## src/hdl/dhsm_pkg.sv

```systemverilog
// Package for the dense handle slot map: sizes, request and status codes,
// beat structs and the struct types that link the table memories to the core.
// No dependencies.
package dhsm_pkg;

	localparam int MAX_ENTRIES = 64;
	localparam int IDX_W       = $clog2(MAX_ENTRIES);
	localparam int CNT_W       = $clog2(MAX_ENTRIES + 1);
	localparam int GRP         = 8;
	localparam int NGRP        = (MAX_ENTRIES + GRP - 1) / GRP;

	localparam logic [2:0] REQ_MAKE       = 3'd0;
	localparam logic [2:0] REQ_DESTROY    = 3'd1;
	localparam logic [2:0] REQ_LOOKUP     = 3'd2;
	localparam logic [2:0] REQ_SET_ACTIVE = 3'd3;
	localparam logic [2:0] REQ_CLR_ACTIVE = 3'd4;
	localparam logic [2:0] REQ_CLR_ALL    = 3'd5;

	typedef enum logic [1:0] {
		STAT_OK   = 2'd0,
		STAT_DEAD = 2'd1,
		STAT_FULL = 2'd2
	} status_t;

	typedef enum logic {
		S_IDLE,
		S_EXEC
	} state_t;

	typedef struct packed {
		logic [2:0] req_type;
		logic [5:0] handle;
	} req_t;

	typedef struct packed {
		status_t    status;
		logic [5:0] handle_out;
		logic [5:0] dense_index;
		logic       handle_live;
		logic       move_valid;
		logic [5:0] move_from;
		logic [5:0] move_to;
		logic       active_live;
		logic [5:0] active_out;
		logic [6:0] live_count;
	} result_t;

	typedef struct packed {
		logic             rd_en;
		logic [IDX_W-1:0] sh_addr;
		logic [IDX_W-1:0] hs_addr;
	} tbl_rd_t;

	typedef struct packed {
		logic             sh_we;
		logic [IDX_W-1:0] sh_addr;
		logic [IDX_W-1:0] sh_data;
		logic             hs_we;
		logic [IDX_W-1:0] hs_addr;
		logic [IDX_W-1:0] hs_data;
	} tbl_wr_t;

	typedef struct packed {
		logic [IDX_W-1:0] sh_data;
		logic [IDX_W-1:0] hs_data;
	} tbl_rdata_t;

endpackage

```

## src/hdl/dhsm_tables.sv

```systemverilog
// Handle-to-slot and slot-to-handle memories, one write and one registered
// read port each. Depends on dhsm_pkg.
module dhsm_tables (
	input  logic                clk,
	input  dhsm_pkg::tbl_rd_t   rd,
	input  dhsm_pkg::tbl_wr_t   wr,
	output dhsm_pkg::tbl_rdata_t rdata
);

	logic [dhsm_pkg::IDX_W-1:0] slot_of_handle [dhsm_pkg::MAX_ENTRIES];
	logic [dhsm_pkg::IDX_W-1:0] handle_of_slot [dhsm_pkg::MAX_ENTRIES];

	always_ff @(posedge clk) begin
		if (wr.sh_we) begin
			slot_of_handle[wr.sh_addr] <= wr.sh_data;
		end
		if (wr.hs_we) begin
			handle_of_slot[wr.hs_addr] <= wr.hs_data;
		end
		if (rd.rd_en) begin
			rdata.sh_data <= slot_of_handle[rd.sh_addr];
			rdata.hs_data <= handle_of_slot[rd.hs_addr];
		end
	end

endmodule

```

## src/hdl/dhsm_free_find.sv

```systemverilog
// Lowest free handle search: registered per-group priority encode, then a
// small pick across groups. Depends on dhsm_pkg.
module dhsm_free_find (
	input  logic                             clk,
	input  logic [dhsm_pkg::MAX_ENTRIES-1:0] in_use,
	output logic [dhsm_pkg::IDX_W-1:0]       free_idx
);

	logic [dhsm_pkg::NGRP*dhsm_pkg::GRP-1:0] padded;
	logic [dhsm_pkg::NGRP-1:0]               grp_any;
	logic [2:0]                              grp_pos [dhsm_pkg::NGRP];
	logic [dhsm_pkg::NGRP-1:0]               grp_any_q;
	logic [2:0]                              grp_pos_q [dhsm_pkg::NGRP];

	// pad entries beyond the table as taken
	always_comb begin
		padded = '1;
		padded[dhsm_pkg::MAX_ENTRIES-1:0] = in_use;
	end

	always_comb begin
		for (int g = 0; g < dhsm_pkg::NGRP; g++) begin
			grp_any[g] = ~&padded[g*dhsm_pkg::GRP +: dhsm_pkg::GRP];
			grp_pos[g] = 3'd0;
			for (int j = dhsm_pkg::GRP - 1; j >= 0; j--) begin
				if (!padded[g*dhsm_pkg::GRP + j]) begin
					grp_pos[g] = 3'(j);
				end
			end
		end
	end

	always_ff @(posedge clk) begin
		grp_any_q <= grp_any;
		for (int g = 0; g < dhsm_pkg::NGRP; g++) begin
			grp_pos_q[g] <= grp_pos[g];
		end
	end

	always_comb begin
		free_idx = '0;
		for (int g = dhsm_pkg::NGRP - 1; g >= 0; g--) begin
			if (grp_any_q[g]) begin
				free_idx = dhsm_pkg::IDX_W'(g * dhsm_pkg::GRP)
					+ dhsm_pkg::IDX_W'(grp_pos_q[g]);
			end
		end
	end

endmodule

```

## src/hdl/dense_handle_slot_map_core.sv

```systemverilog
// Dense handle slot map core: handle table over a densely packed store.
// Timing: on acceptance the request and both table reads are registered and
// the core enters S_EXEC; there it registers the result beat and raises done.
// No new request is taken while a request executes (busy is high in S_EXEC);
// the receiver cannot stall the result.
// Reset: asynchronous, clears live bits, count and active handle at once.
// Depends on dhsm_pkg, dhsm_tables and dhsm_free_find.
module dense_handle_slot_map_core (
	input  logic              clk,
	input  logic              arst_n,
	input  logic              start,
	output logic              busy,
	input  dhsm_pkg::req_t    req,
	output logic              done,
	output dhsm_pkg::result_t result
);

	localparam int IDX_W = dhsm_pkg::IDX_W;
	localparam int CNT_W = dhsm_pkg::CNT_W;
	localparam int MAXE  = dhsm_pkg::MAX_ENTRIES;

	dhsm_pkg::state_t     state_q, state_d;
	dhsm_pkg::req_t       req_q;
	dhsm_pkg::result_t    result_q, res;
	dhsm_pkg::tbl_rd_t    rd;
	dhsm_pkg::tbl_wr_t    wr;
	dhsm_pkg::tbl_rdata_t rdata;

	logic [MAXE-1:0]  in_use_q, in_use_d;
	logic [CNT_W-1:0] count_q, count_d;
	logic [5:0]       active_q, active_d;
	logic             aset_q, aset_d;
	logic             done_q;
	logic             accept;
	logic [IDX_W-1:0] free_idx;
	logic [IDX_W-1:0] h, last, hole, moved;
	logic             was_live;

	dhsm_tables u_tables (
		.clk  (clk),
		.rd   (rd),
		.wr   (wr),
		.rdata(rdata)
	);

	dhsm_free_find u_free (
		.clk     (clk),
		.in_use  (in_use_q),
		.free_idx(free_idx)
	);

	always_ff @(posedge clk or negedge arst_n) begin
		if (!arst_n) begin
			state_q <= dhsm_pkg::S_IDLE;
		end else begin
			state_q <= state_d;
		end
	end

	always_comb begin
		state_d = state_q;
		busy    = 1'b0;
		accept  = 1'b0;
		unique case (state_q)
			dhsm_pkg::S_IDLE: begin
				accept = start;
				if (start) begin
					state_d = dhsm_pkg::S_EXEC;
				end
			end
			dhsm_pkg::S_EXEC: begin
				busy    = 1'b1;
				state_d = dhsm_pkg::S_IDLE;
			end
			default: begin
				state_d = dhsm_pkg::S_IDLE;
			end
		endcase
	end

	// issue both table reads on the accepting edge
	always_comb begin
		rd.rd_en   = accept;
		rd.sh_addr = IDX_W'(req.handle);
		rd.hs_addr = IDX_W'(count_q - CNT_W'(1));
	end

	always_comb begin
		h        = IDX_W'(req_q.handle);
		was_live = (32'(req_q.handle) < 32'(MAXE)) && in_use_q[h];
		last     = IDX_W'(count_q - CNT_W'(1));
		hole     = rdata.sh_data;
		moved    = rdata.hs_data;

		in_use_d = in_use_q;
		count_d  = count_q;
		active_d = active_q;
		aset_d   = aset_q;
		wr       = '0;

		res             = '0;
		res.status      = dhsm_pkg::STAT_OK;
		res.handle_out  = req_q.handle;
		res.handle_live = was_live;

		case (req_q.req_type)
			dhsm_pkg::REQ_MAKE: begin
				res.handle_live = 1'b0;
				res.handle_out  = 6'd0;
				if (count_q >= CNT_W'(MAXE)) begin
					res.status = dhsm_pkg::STAT_FULL;
				end else begin
					in_use_d[free_idx] = 1'b1;
					wr.sh_we           = 1'b1;
					wr.sh_addr         = free_idx;
					wr.sh_data         = IDX_W'(count_q);
					wr.hs_we           = 1'b1;
					wr.hs_addr         = IDX_W'(count_q);
					wr.hs_data         = free_idx;
					res.handle_out     = 6'(free_idx);
					res.dense_index    = 6'(count_q);
					res.handle_live    = 1'b1;
					count_d            = count_q + CNT_W'(1);
				end
			end
			dhsm_pkg::REQ_DESTROY: begin
				if (!was_live || count_q == '0) begin
					res.status = dhsm_pkg::STAT_DEAD;
				end else begin
					in_use_d[h]     = 1'b0;
					res.dense_index = 6'(hole);
					// fill the hole with the last dense entry
					if (hole != last) begin
						wr.sh_we       = 1'b1;
						wr.sh_addr     = moved;
						wr.sh_data     = hole;
						wr.hs_we       = 1'b1;
						wr.hs_addr     = hole;
						wr.hs_data     = moved;
						res.move_valid = 1'b1;
						res.move_from  = 6'(last);
						res.move_to    = 6'(hole);
					end
					count_d = count_q - CNT_W'(1);
				end
			end
			dhsm_pkg::REQ_LOOKUP: begin
				if (was_live) begin
					res.dense_index = 6'(hole);
				end else begin
					res.status = dhsm_pkg::STAT_DEAD;
				end
			end
			dhsm_pkg::REQ_SET_ACTIVE: begin
				if (was_live) begin
					res.dense_index = 6'(hole);
					active_d        = req_q.handle;
					aset_d          = 1'b1;
				end else begin
					res.status = dhsm_pkg::STAT_DEAD;
				end
			end
			dhsm_pkg::REQ_CLR_ACTIVE: begin
				active_d = 6'd0;
				aset_d   = 1'b0;
			end
			dhsm_pkg::REQ_CLR_ALL: begin
				in_use_d = '0;
				count_d  = '0;
				active_d = 6'd0;
				aset_d   = 1'b0;
			end
			default: begin
			end
		endcase

		if (state_q != dhsm_pkg::S_EXEC) begin
			wr = '0;
		end

		res.active_live = aset_d && (32'(active_d) < 32'(MAXE))
			&& in_use_d[IDX_W'(active_d)];
		res.active_out = active_d;
		res.live_count = 7'(count_d);
	end

	always_ff @(posedge clk or negedge arst_n) begin
		if (!arst_n) begin
			in_use_q <= '0;
			count_q  <= '0;
			active_q <= 6'd0;
			aset_q   <= 1'b0;
			done_q   <= 1'b0;
		end else begin
			done_q <= (state_q == dhsm_pkg::S_EXEC);
			if (state_q == dhsm_pkg::S_EXEC) begin
				in_use_q <= in_use_d;
				count_q  <= count_d;
				active_q <= active_d;
				aset_q   <= aset_d;
			end
		end
	end

	// payload registers: hold the request and the result beat
	always_ff @(posedge clk) begin
		if (accept) begin
			req_q <= req;
		end
		if (state_q == dhsm_pkg::S_EXEC) begin
			result_q <= res;
		end
	end

	assign done   = done_q;
	assign result = result_q;

endmodule
```

## config.mk

```make
export PLATFORM = sky130hd
export DESIGN_NAME = dense_handle_slot_map_core
export DESIGN_NICKNAME = d
export VERILOG_FILES = /design/src/hdl/dhsm_pkg.sv /design/src/hdl/dhsm_tables.sv /design/src/hdl/dhsm_free_find.sv /design/src/hdl/dense_handle_slot_map_core.sv
export SDC_FILE = /design/constraint.sdc
export NUM_CORES = 1
export LEC_CHECK = 0
export BUFFER_PORTS_ARGS = -buffer_cell sky130_fd_sc_hd__buf_2
export CORE_ASPECT_RATIO = 1.2
export CORE_UTILIZATION = 57
export DETAILED_ROUTE_END_ITERATION = 8
export GPL_ROUTABILITY_DRIVEN = 0
export PLACE_DENSITY = 0.76
export SLEW_MARGIN = 20
export SYNTH_ARGS = -nofsm -noshare
export SYNTH_HDL_FRONTEND = slang
export SYNTH_SLANG_ARGS = --single-unit
```

## constraint.sdc

```tcl
create_clock -name clk -period 5.4 [get_ports clk]
set_clock_uncertainty 0.2 [all_clocks]
set_input_delay 0.27 -clock clk [delete_from_list [all_inputs] [get_ports clk]]
set_output_delay 0.27 -clock clk [all_outputs]
set_load 0.05 [all_outputs]
```

==> flow_summary_export.csv, run 1 <==
group,metric,value,unit
route,routed_wl,104600,um
pwr,p_switching,4.490,mW
floorplan,fp.dieH,293.3,um
floorplan,start_util,57.79,%
setup_path,startpoint_type,"flip-flop",
pwr,power.share.combinational,13.9,%
setup_path,critPathRequiredTime,5.46,ns
final_layout,final_layout_size_suffix_gt1_share,21.19,%
floorplan,io_pins,56,
route,top_layer,"met5",
route,wl_met2,51640,um
pwr,clkPwrFrac,38.9,%
logic_synthesis,yosysWarningCount,0,
setup_path,path_max_fanout,22,
floorplan,die_w,244.8,um
clock_network,postCtsHoldBufs,10,
route,met1Wirelength,36540,um
setup_path,criticalPathCategory,"flip-flop to flip-flop",
job,cap_violations,0,
grt,grt_max_degree,103,
clock_network,cts.path.max_buffers,3,
sta,period_share,93.78,%
sta,slew_viol_final,0,
pwr,cellPowerDensity,379.1,mW/mm2
clock_network,clkSinkCount,943,
route,drt.antenna.violating_nets,0,
pwr,p_leak,12.72,nW
grt,track_usage,29.76,%
clock_network,ctsResizeCount,0,
logic_synthesis,async_reset_ff_share,8.484,%
route,via_per_inst,6.913,
hold_path,hold_class,"input pin to flip-flop",
clock_network,ctsHtreeMaxLevel,3,
hold_path,whs_path_depth,1,
route,route.met3.wl,11200,um
sta,hold_violations,0,
setup_path,end_kind,"flip-flop",
pwr,ir_worst_vdd,0.0002751,V
floorplan,core-area,0.06976,mm2
logic_synthesis,syn-cell-area,0.04031,mm2
grt,grt_pass1_wl,157500,um
setup_path,r2r-end,"u_tables.handle_of_slot[28][4]",
setup_path,arrival,5.13,ns
pwr,p_int,12.55,mW
sta,post-route-min-period,5.064,ns
floorplan,dieArea,0.07180,mm2
logic_synthesis,ys_seq_area_share,68.45,%
final_layout,layout_common_cells,"edfxtp_1 (831), mux4_2 (231), nand2_1 (209), nor2_1 (189), a21oi_1 (141)",
logic_synthesis,syn_nets,2546,
status,outcome,"complete, no violations",
grt,grt_pass1_vias,24469,
setup_path,rrSetupSlack,0.34,ns
clock_network,clk_latency,0.66,ns
grt,grt_antenna_before_repair,3,
setup_path,timing.rr.start,"h[2]",
sta,max-slew-margin-rel,24.32,%
final_layout,areaGrowthSynthToFinish,11.52,%
pwr,pwr-share-seq,47.2,%
sta,tightest_slew,1.135,ns
pwr,switching_share,26.35,%
route,route.detailed.drc,0,
clock_network,cts_root_buf,"clkbuf_16",
logic_synthesis,synth_flop_cell,"edfxtp_1",
final_layout,layout_commonest_cell,"edfxtp_1",
final_layout,finalNetCount,2603,
sta,setup_viol_count_final,0,
floorplan,rows,106,
logic_synthesis,ys_ff_latch,943,
route,dr.pass1.iters,8,
logic_synthesis,syn_inst,2531,
route,dr_total_vias,24762,
logic_synthesis,ys_types,92,
sta,rsz0062_at_grt,"no",
sta,fmax,197.5,MHz
clock_network,cts-buffers-inserted,88,
logic_synthesis,syn_avg_cell_area,15.93,um2
hold_path,whs_endpoint,"h[0]",
hold_path,worstHoldStart,"req[0]",
route,wl_per_cell,29.21,um
route,drtIter0Drc,3314,
sta,fin_setup_tns,0,ns
grt,overflow,0,
placement,dp_hpwl,64460,um
clock_network,cts_setup_buffers,0,
setup_path,r2r_cells,12,
clock_network,cts.clk_slew.worst_paths,0.07,ns
clock_network,cts_tree,"built",
sta,hold_ws,0.04688,ns
logic_synthesis,synth-edff-count,831,
placement,portBuffers,55,
[how the worst max path moves through the flow]
stage / from / end / slack [ns] / cells past startpoint
final: h[2] / u_tables.handle_of_slot[28][4] / 0.34 / 12
after global routing: h[2] / u_tables.handle_of_slot[21][2] / 0.15 / 12
after CTS: h[2] / u_tables.handle_of_slot[4][2] / 0.41 / 12
after detailed placement: h[2] / u_tables.handle_of_slot[28][2] / 0.50 / 12
after global placement: h[2] / u_tables.handle_of_slot[4][4] / 0.61 / 12
after floorplan: count_q[1] / u_tables.slot_of_handle[22][0] / 0.42 / 13
[synthesized netlist by cell type (all sizes together) (5+ instances only)]
cell type / number / share of area (%)
a31oi: 100 / 1.6
buf: 53 / 0.82
inv: 37 / 0.34
nor3: 27 / 0.36
a221oi: 10 / 0.23
mux2: 9 / 0.26
a22oi: 8 / 0.16
or3: 5 / 0.078
and2: 46 / 0.73
nand3: 31 / 0.43
o31ai: 5 / 0.093
o21ai: 96 / 1.2
nor2: 202 / 1.9
nand2b: 5 / 0.078
o22ai: 11 / 0.17
a211oi: 48 / 0.89
nand4: 5 / 0.078
a211o: 5 / 0.11
o211ai: 12 / 0.26
nor4: 6 / 0.13
a21oi: 147 / 1.9
a22o: 5 / 0.11
xor2: 7 / 0.15
a21o: 28 / 0.52
dfrtp: 80 / 5.0
nand3b: 11 / 0.24
a2111oi: 7 / 0.21
a21boi: 5 / 0.093
nor2b: 19 / 0.29
clkbuf: 109 / 1.0
mux2i: 21 / 0.52
edfxtp: 831 / 62
nand2: 209 / 1.9
mux4: 235 / 13
dfxtp: 32 / 1.6
[logic make-up after synthesis]
group | synth area share (%)
DFF | 68.45
and+or+nand+nor | 6.633
AOI/OAI and AO/OA | 8.451
muxes | 13.95
buffers and inverters | 2.182
xor gates and xnor gates | 0.2390
adders and majority gates | 0.09312
[final cells by class]
cell class	count	area (um2)
sequential	943	27600
fill	4671	24810
multi-input combinational	1389	12020
clock buffer	103	2290
tap	918	1149
timing repair buffer	129	927.1
clock inverter	61	825.8
inverter	37	138.9
antenna	2	5.005
[per-stage QoR]
step | utilization [%] | setup WS, ns | area (um2) | total power [mW] | cells
2_1_floorplan | - | 0.4189 | 40330 | 9.696 | 2531
3_3_place_gp | 59.81 | 0.6133 | 41720 | 10.43 | 3406
3_5_place_dp | 59.81 | 0.4982 | 41720 | 10.49 | 3406
4_1_cts | 64.43 | 0.4107 | 44950 | 17.01 | 3580
5_1_grt | 64.44 | 0.1483 | 44950 | 17.45 | 3580
6_report | 64.44 | 0.3360 | 44960 | 17.04 | 3582
[flip-flops by register name, indices dropped and copies added, names as in the netlist]
| register | cells |
|---|---|
| state_q | 1 |
| req_q | 3 |
| u_tables.handle_of_slot | 384 |
| u_tables.slot_of_handle | 384 |
| aset_q | 1 |
| h | 6 |
| done | 1 |
| in_use_q | 64 |
| u_tables.rdata | 12 |
| u_free.grp_any_q | 8 |
| u_free.grp_pos_q | 24 |
| result | 42 |
| active_q | 6 |
| count_q | 7 |
[metal layers]
metal / vias to the layer above / GRT usage, %
met4: 2 / 13.22
li1: 10181 / -
met3: 364 / 5.608
met2: 1910 / 48.76
met5: - / 0
met1: 12305 / 39.03
[power groups by stage]
stage / combinational [mW] / sequential [mW] / clock (mW)
2_1_floorplan: 1.47 / 8.22 / 0
3_3_place_gp: 2.25 / 8.19 / 0
3_5_place_dp: 2.30 / 8.19 / 0
4_1_cts: 2.32 / 8.03 / 6.66
5_1_grt: 2.48 / 8.04 / 6.92
6_report: 2.37 / 8.04 / 6.63
[critical path, stage by stage (launching register included)]
cell and delay, ns:
edfxtp_1 0.95, mux4_1 0.30, mux2i_1 0.10, o22ai_1 0.19
and3b_1 0.27, a2111o_1 0.50, a31oi_4 0.41, buf_4 0.24
and2_1 0.16, a21oi_1 0.12, nor2_4 0.19, nand3_1 0.42
nor2_1 0.59
No activity file was read; power rests on OpenSTA's default activity.
==> run 2: changes to the inputs <==
--- a/config.mk
+++ b/config.mk
@@ -7,10 +7,9 @@
 export LEC_CHECK = 0
 export BUFFER_PORTS_ARGS = -buffer_cell sky130_fd_sc_hd__buf_2
 export CORE_ASPECT_RATIO = 1.2
-export CORE_UTILIZATION = 57
+export CORE_UTILIZATION = 65
 export DETAILED_ROUTE_END_ITERATION = 8
-export GPL_ROUTABILITY_DRIVEN = 0
-export PLACE_DENSITY = 0.76
+export PLACE_DENSITY = 0.82
 export SLEW_MARGIN = 20
 export SYNTH_ARGS = -nofsm -noshare
 export SYNTH_HDL_FRONTEND = slang
==> constraint.sdc (replaced) <==
create_clock -name clk -period 6.2 [get_ports clk]
set_clock_uncertainty 0.2 [all_clocks]
set_input_delay 0.31 -clock clk [delete_from_list [all_inputs] [get_ports clk]]
set_output_delay 0.31 -clock clk [all_outputs]
set_load 0.05 [all_outputs]
==> run 2 against run 1 <==
Power fell by 15%. Non-clock buffer count decreased by 20. Critical path type unchanged. Count of clock-buffer cells in the layout down 2. Largest cell class unchanged. Clock power down 18%. First-iteration DRC count rose by 28%.
==> flow_summary_export.csv, run 2 (same netlist as run 1, synthesis figures left out) <==
group,metric,value,unit
final_layout,final_layout_size_suffix_gt1_share,20.51,%
route,wl_per_cell,31.47,um
setup_path,path_max_fanout,23,
placement,dp_cells,3278,
sta,max-slew-margin-rel,22.21,%
final_layout,finalNetCount,2584,
route,route.detailed.drc,0,
setup_path,end_kind,"flip-flop",
grt,grt_antenna_before_repair,4,
sta,setup_viol_count_final,0,
grt,grt_pass1_vias,25106,
setup_path,criticalPathCategory,"flip-flop to flip-flop",
floorplan,die_w,229.3,um
sta,post-route-min-period,5.808,ns
final_layout,final_cells,3452,
floorplan,fp.dieH,274.8,um
sta,hold_ws,0.08598,ns
clock_network,cts-buffers-inserted,89,
pwr,ir_worst_vdd,0.0002713,V
placement,dp_hpwl,63560,um
sta,slew_viol_final,0,
clock_network,cts.clk_slew.worst_paths,0.07,ns
hold_path,hold_class,"input pin to asynchronous set/reset pin",
pwr,switching_share,27.03,%
clock_network,cts_tree,"built",
clock_network,cts.path.max_buffers,3,
sta,fin_setup_tns,0,ns
placement,portBuffers,55,
sta,tightest_slew,1.167,ns
pwr,pwr-share-seq,48.3,%
status,outcome,"complete, no violations",
clock_network,cts_root_buf,"clkbuf_16",
route,via_per_inst,7.365,
sta,rsz0062_at_grt,"no",
grt,grt_pass1_wl,162000,um
pwr,power.share.combinational,14.2,%
final_layout,top_regs,"u_tables.handle_of_slot: 384 flops, u_tables.slot_of_handle: 384 flops, in_use_q: 64 flops",
route,drt.antenna.violating_nets,0,
setup_path,arrival,5.89,ns
job,cap_violations,0,
floorplan,io_pins,56,
grt,overflow,0,
grt,grt_max_degree,81,
clock_network,ctsHtreeMaxLevel,3,
floorplan,start_util,66.02,%
sta,period_share,93.67,%
pwr,p_leak,12.52,nW
floorplan,core-area,0.06107,mm2
clock_network,clk_latency,0.66,ns
floorplan,dieArea,0.06302,mm2
pwr,p_int,10.59,mW
sta,hold_violations,0,
pwr,p_switching,3.924,mW
route,dr_total_vias,25424,
grt,track_usage,35.05,%
clock_network,clkSinkCount,943,
route,drtIter0Drc,4247,
final_layout,layout_commonest_cell,"edfxtp_1",
sta,fmax,172.2,MHz
setup_path,startpoint_type,"flip-flop",
clock_network,cts_setup_buffers,0,
placement,gp_congestion,1.002,
floorplan,rows,99,
setup_path,critPathRequiredTime,6.28,ns
route,dr.pass1.iters,9,
pwr,clkPwrFrac,37.4,%
pwr,cellPowerDensity,326.9,mW/mm2
final_layout,areaGrowthSynthToFinish,10.16,%
final_layout,layout_common_cells,"edfxtp_1 (831), mux4_2 (231), nand2_1 (209), nor2_1 (189), a21oi_1 (141)",
route,routed_wl,108600,um
final_layout,fin_util,72.72,%
-- run 2: metal layers --
metal / part of all wire [%] / track usage, % / vias to the layer above / routed length (um)
met5: 0.037 / 0 / - / 40
met4: 5.7 / 17.09 / 4 / 6161
met2: 48 / 56.95 / 2159 / 52660
met1: 34 / 45.49 / 12637 / 37220
li1: - / - / 10140 / -
met3: 12 / 7.774 / 484 / 12540
-- run 2: worst max-delay path, cell delays in order (launching register included) --
cell,delay [ns]
edfxtp_1,1.03
mux4_1,0.42
mux2i_1,0.09
o22ai_1,0.21
and3b_1,0.26
a2111o_1,0.61
a31oi_4,0.59
a22oi_1,0.32
nor2_4,0.44
nand2_1,0.57
nor2_1,0.68
-- run 2: final cells by class --
type	count	area, um2
fillers	3398	16660
flip-flops and latches	943	27600
clock buffers	101	2315
inverters	37	138.9
multi-input cells	1389	12010
diodes	2	5.005
repair buffers	109	758.2
well taps	808	1011
clock inverters	63	571.8
-- run 2: metrics by stage --
stage | total power, mW | worst slack [ns] | area [um2]
2_1_floorplan | 8.445 | 0.5990 | 40310
3_3_place_gp | 9.033 | 0.9125 | 41410
3_5_place_dp | 9.095 | 0.5793 | 41410
4_1_cts | 14.46 | 0.4815 | 44360
5_1_grt | 14.85 | 0.1578 | 44410
6_report | 14.52 | 0.3922 | 44410
-- run 2: path summary, 6_finish.rpt --
kind,end,startpoint,cells past startpoint,slack [ns]
hold / removal,done,arst_n,2,0.09
min in group clk,h[3],req[3],1,0.13
setup / recovery,u_tables.slot_of_handle[26][3],h[0],10,0.39
setup reg to reg,u_tables.slot_of_handle[26][3],h[0],10,0.39
max in group asynchronous,state_q,arst_n,2,5.09
hold reg to reg,u_free.grp_pos_q[0][9],in_use_q[25],1,0.33
-- run 2: power by group through the flow --
stage          Clock [mW]  Combinational (mW)  Sequential (mW)
2_1_floorplan           0                1.28             7.16
3_3_place_gp            0                1.89             7.14
3_5_place_dp            0                1.95             7.15
4_1_cts              5.44                2.01             7.01
5_1_grt              5.68                2.15             7.02
6_report             5.43                2.07             7.02
-- run 2: timing repair --
item | 4_1_cts | 5_1_grt
hold endpoints to repair | 85 | 10
hold buffers | 6 | 1
resized for setup | 0 | 0
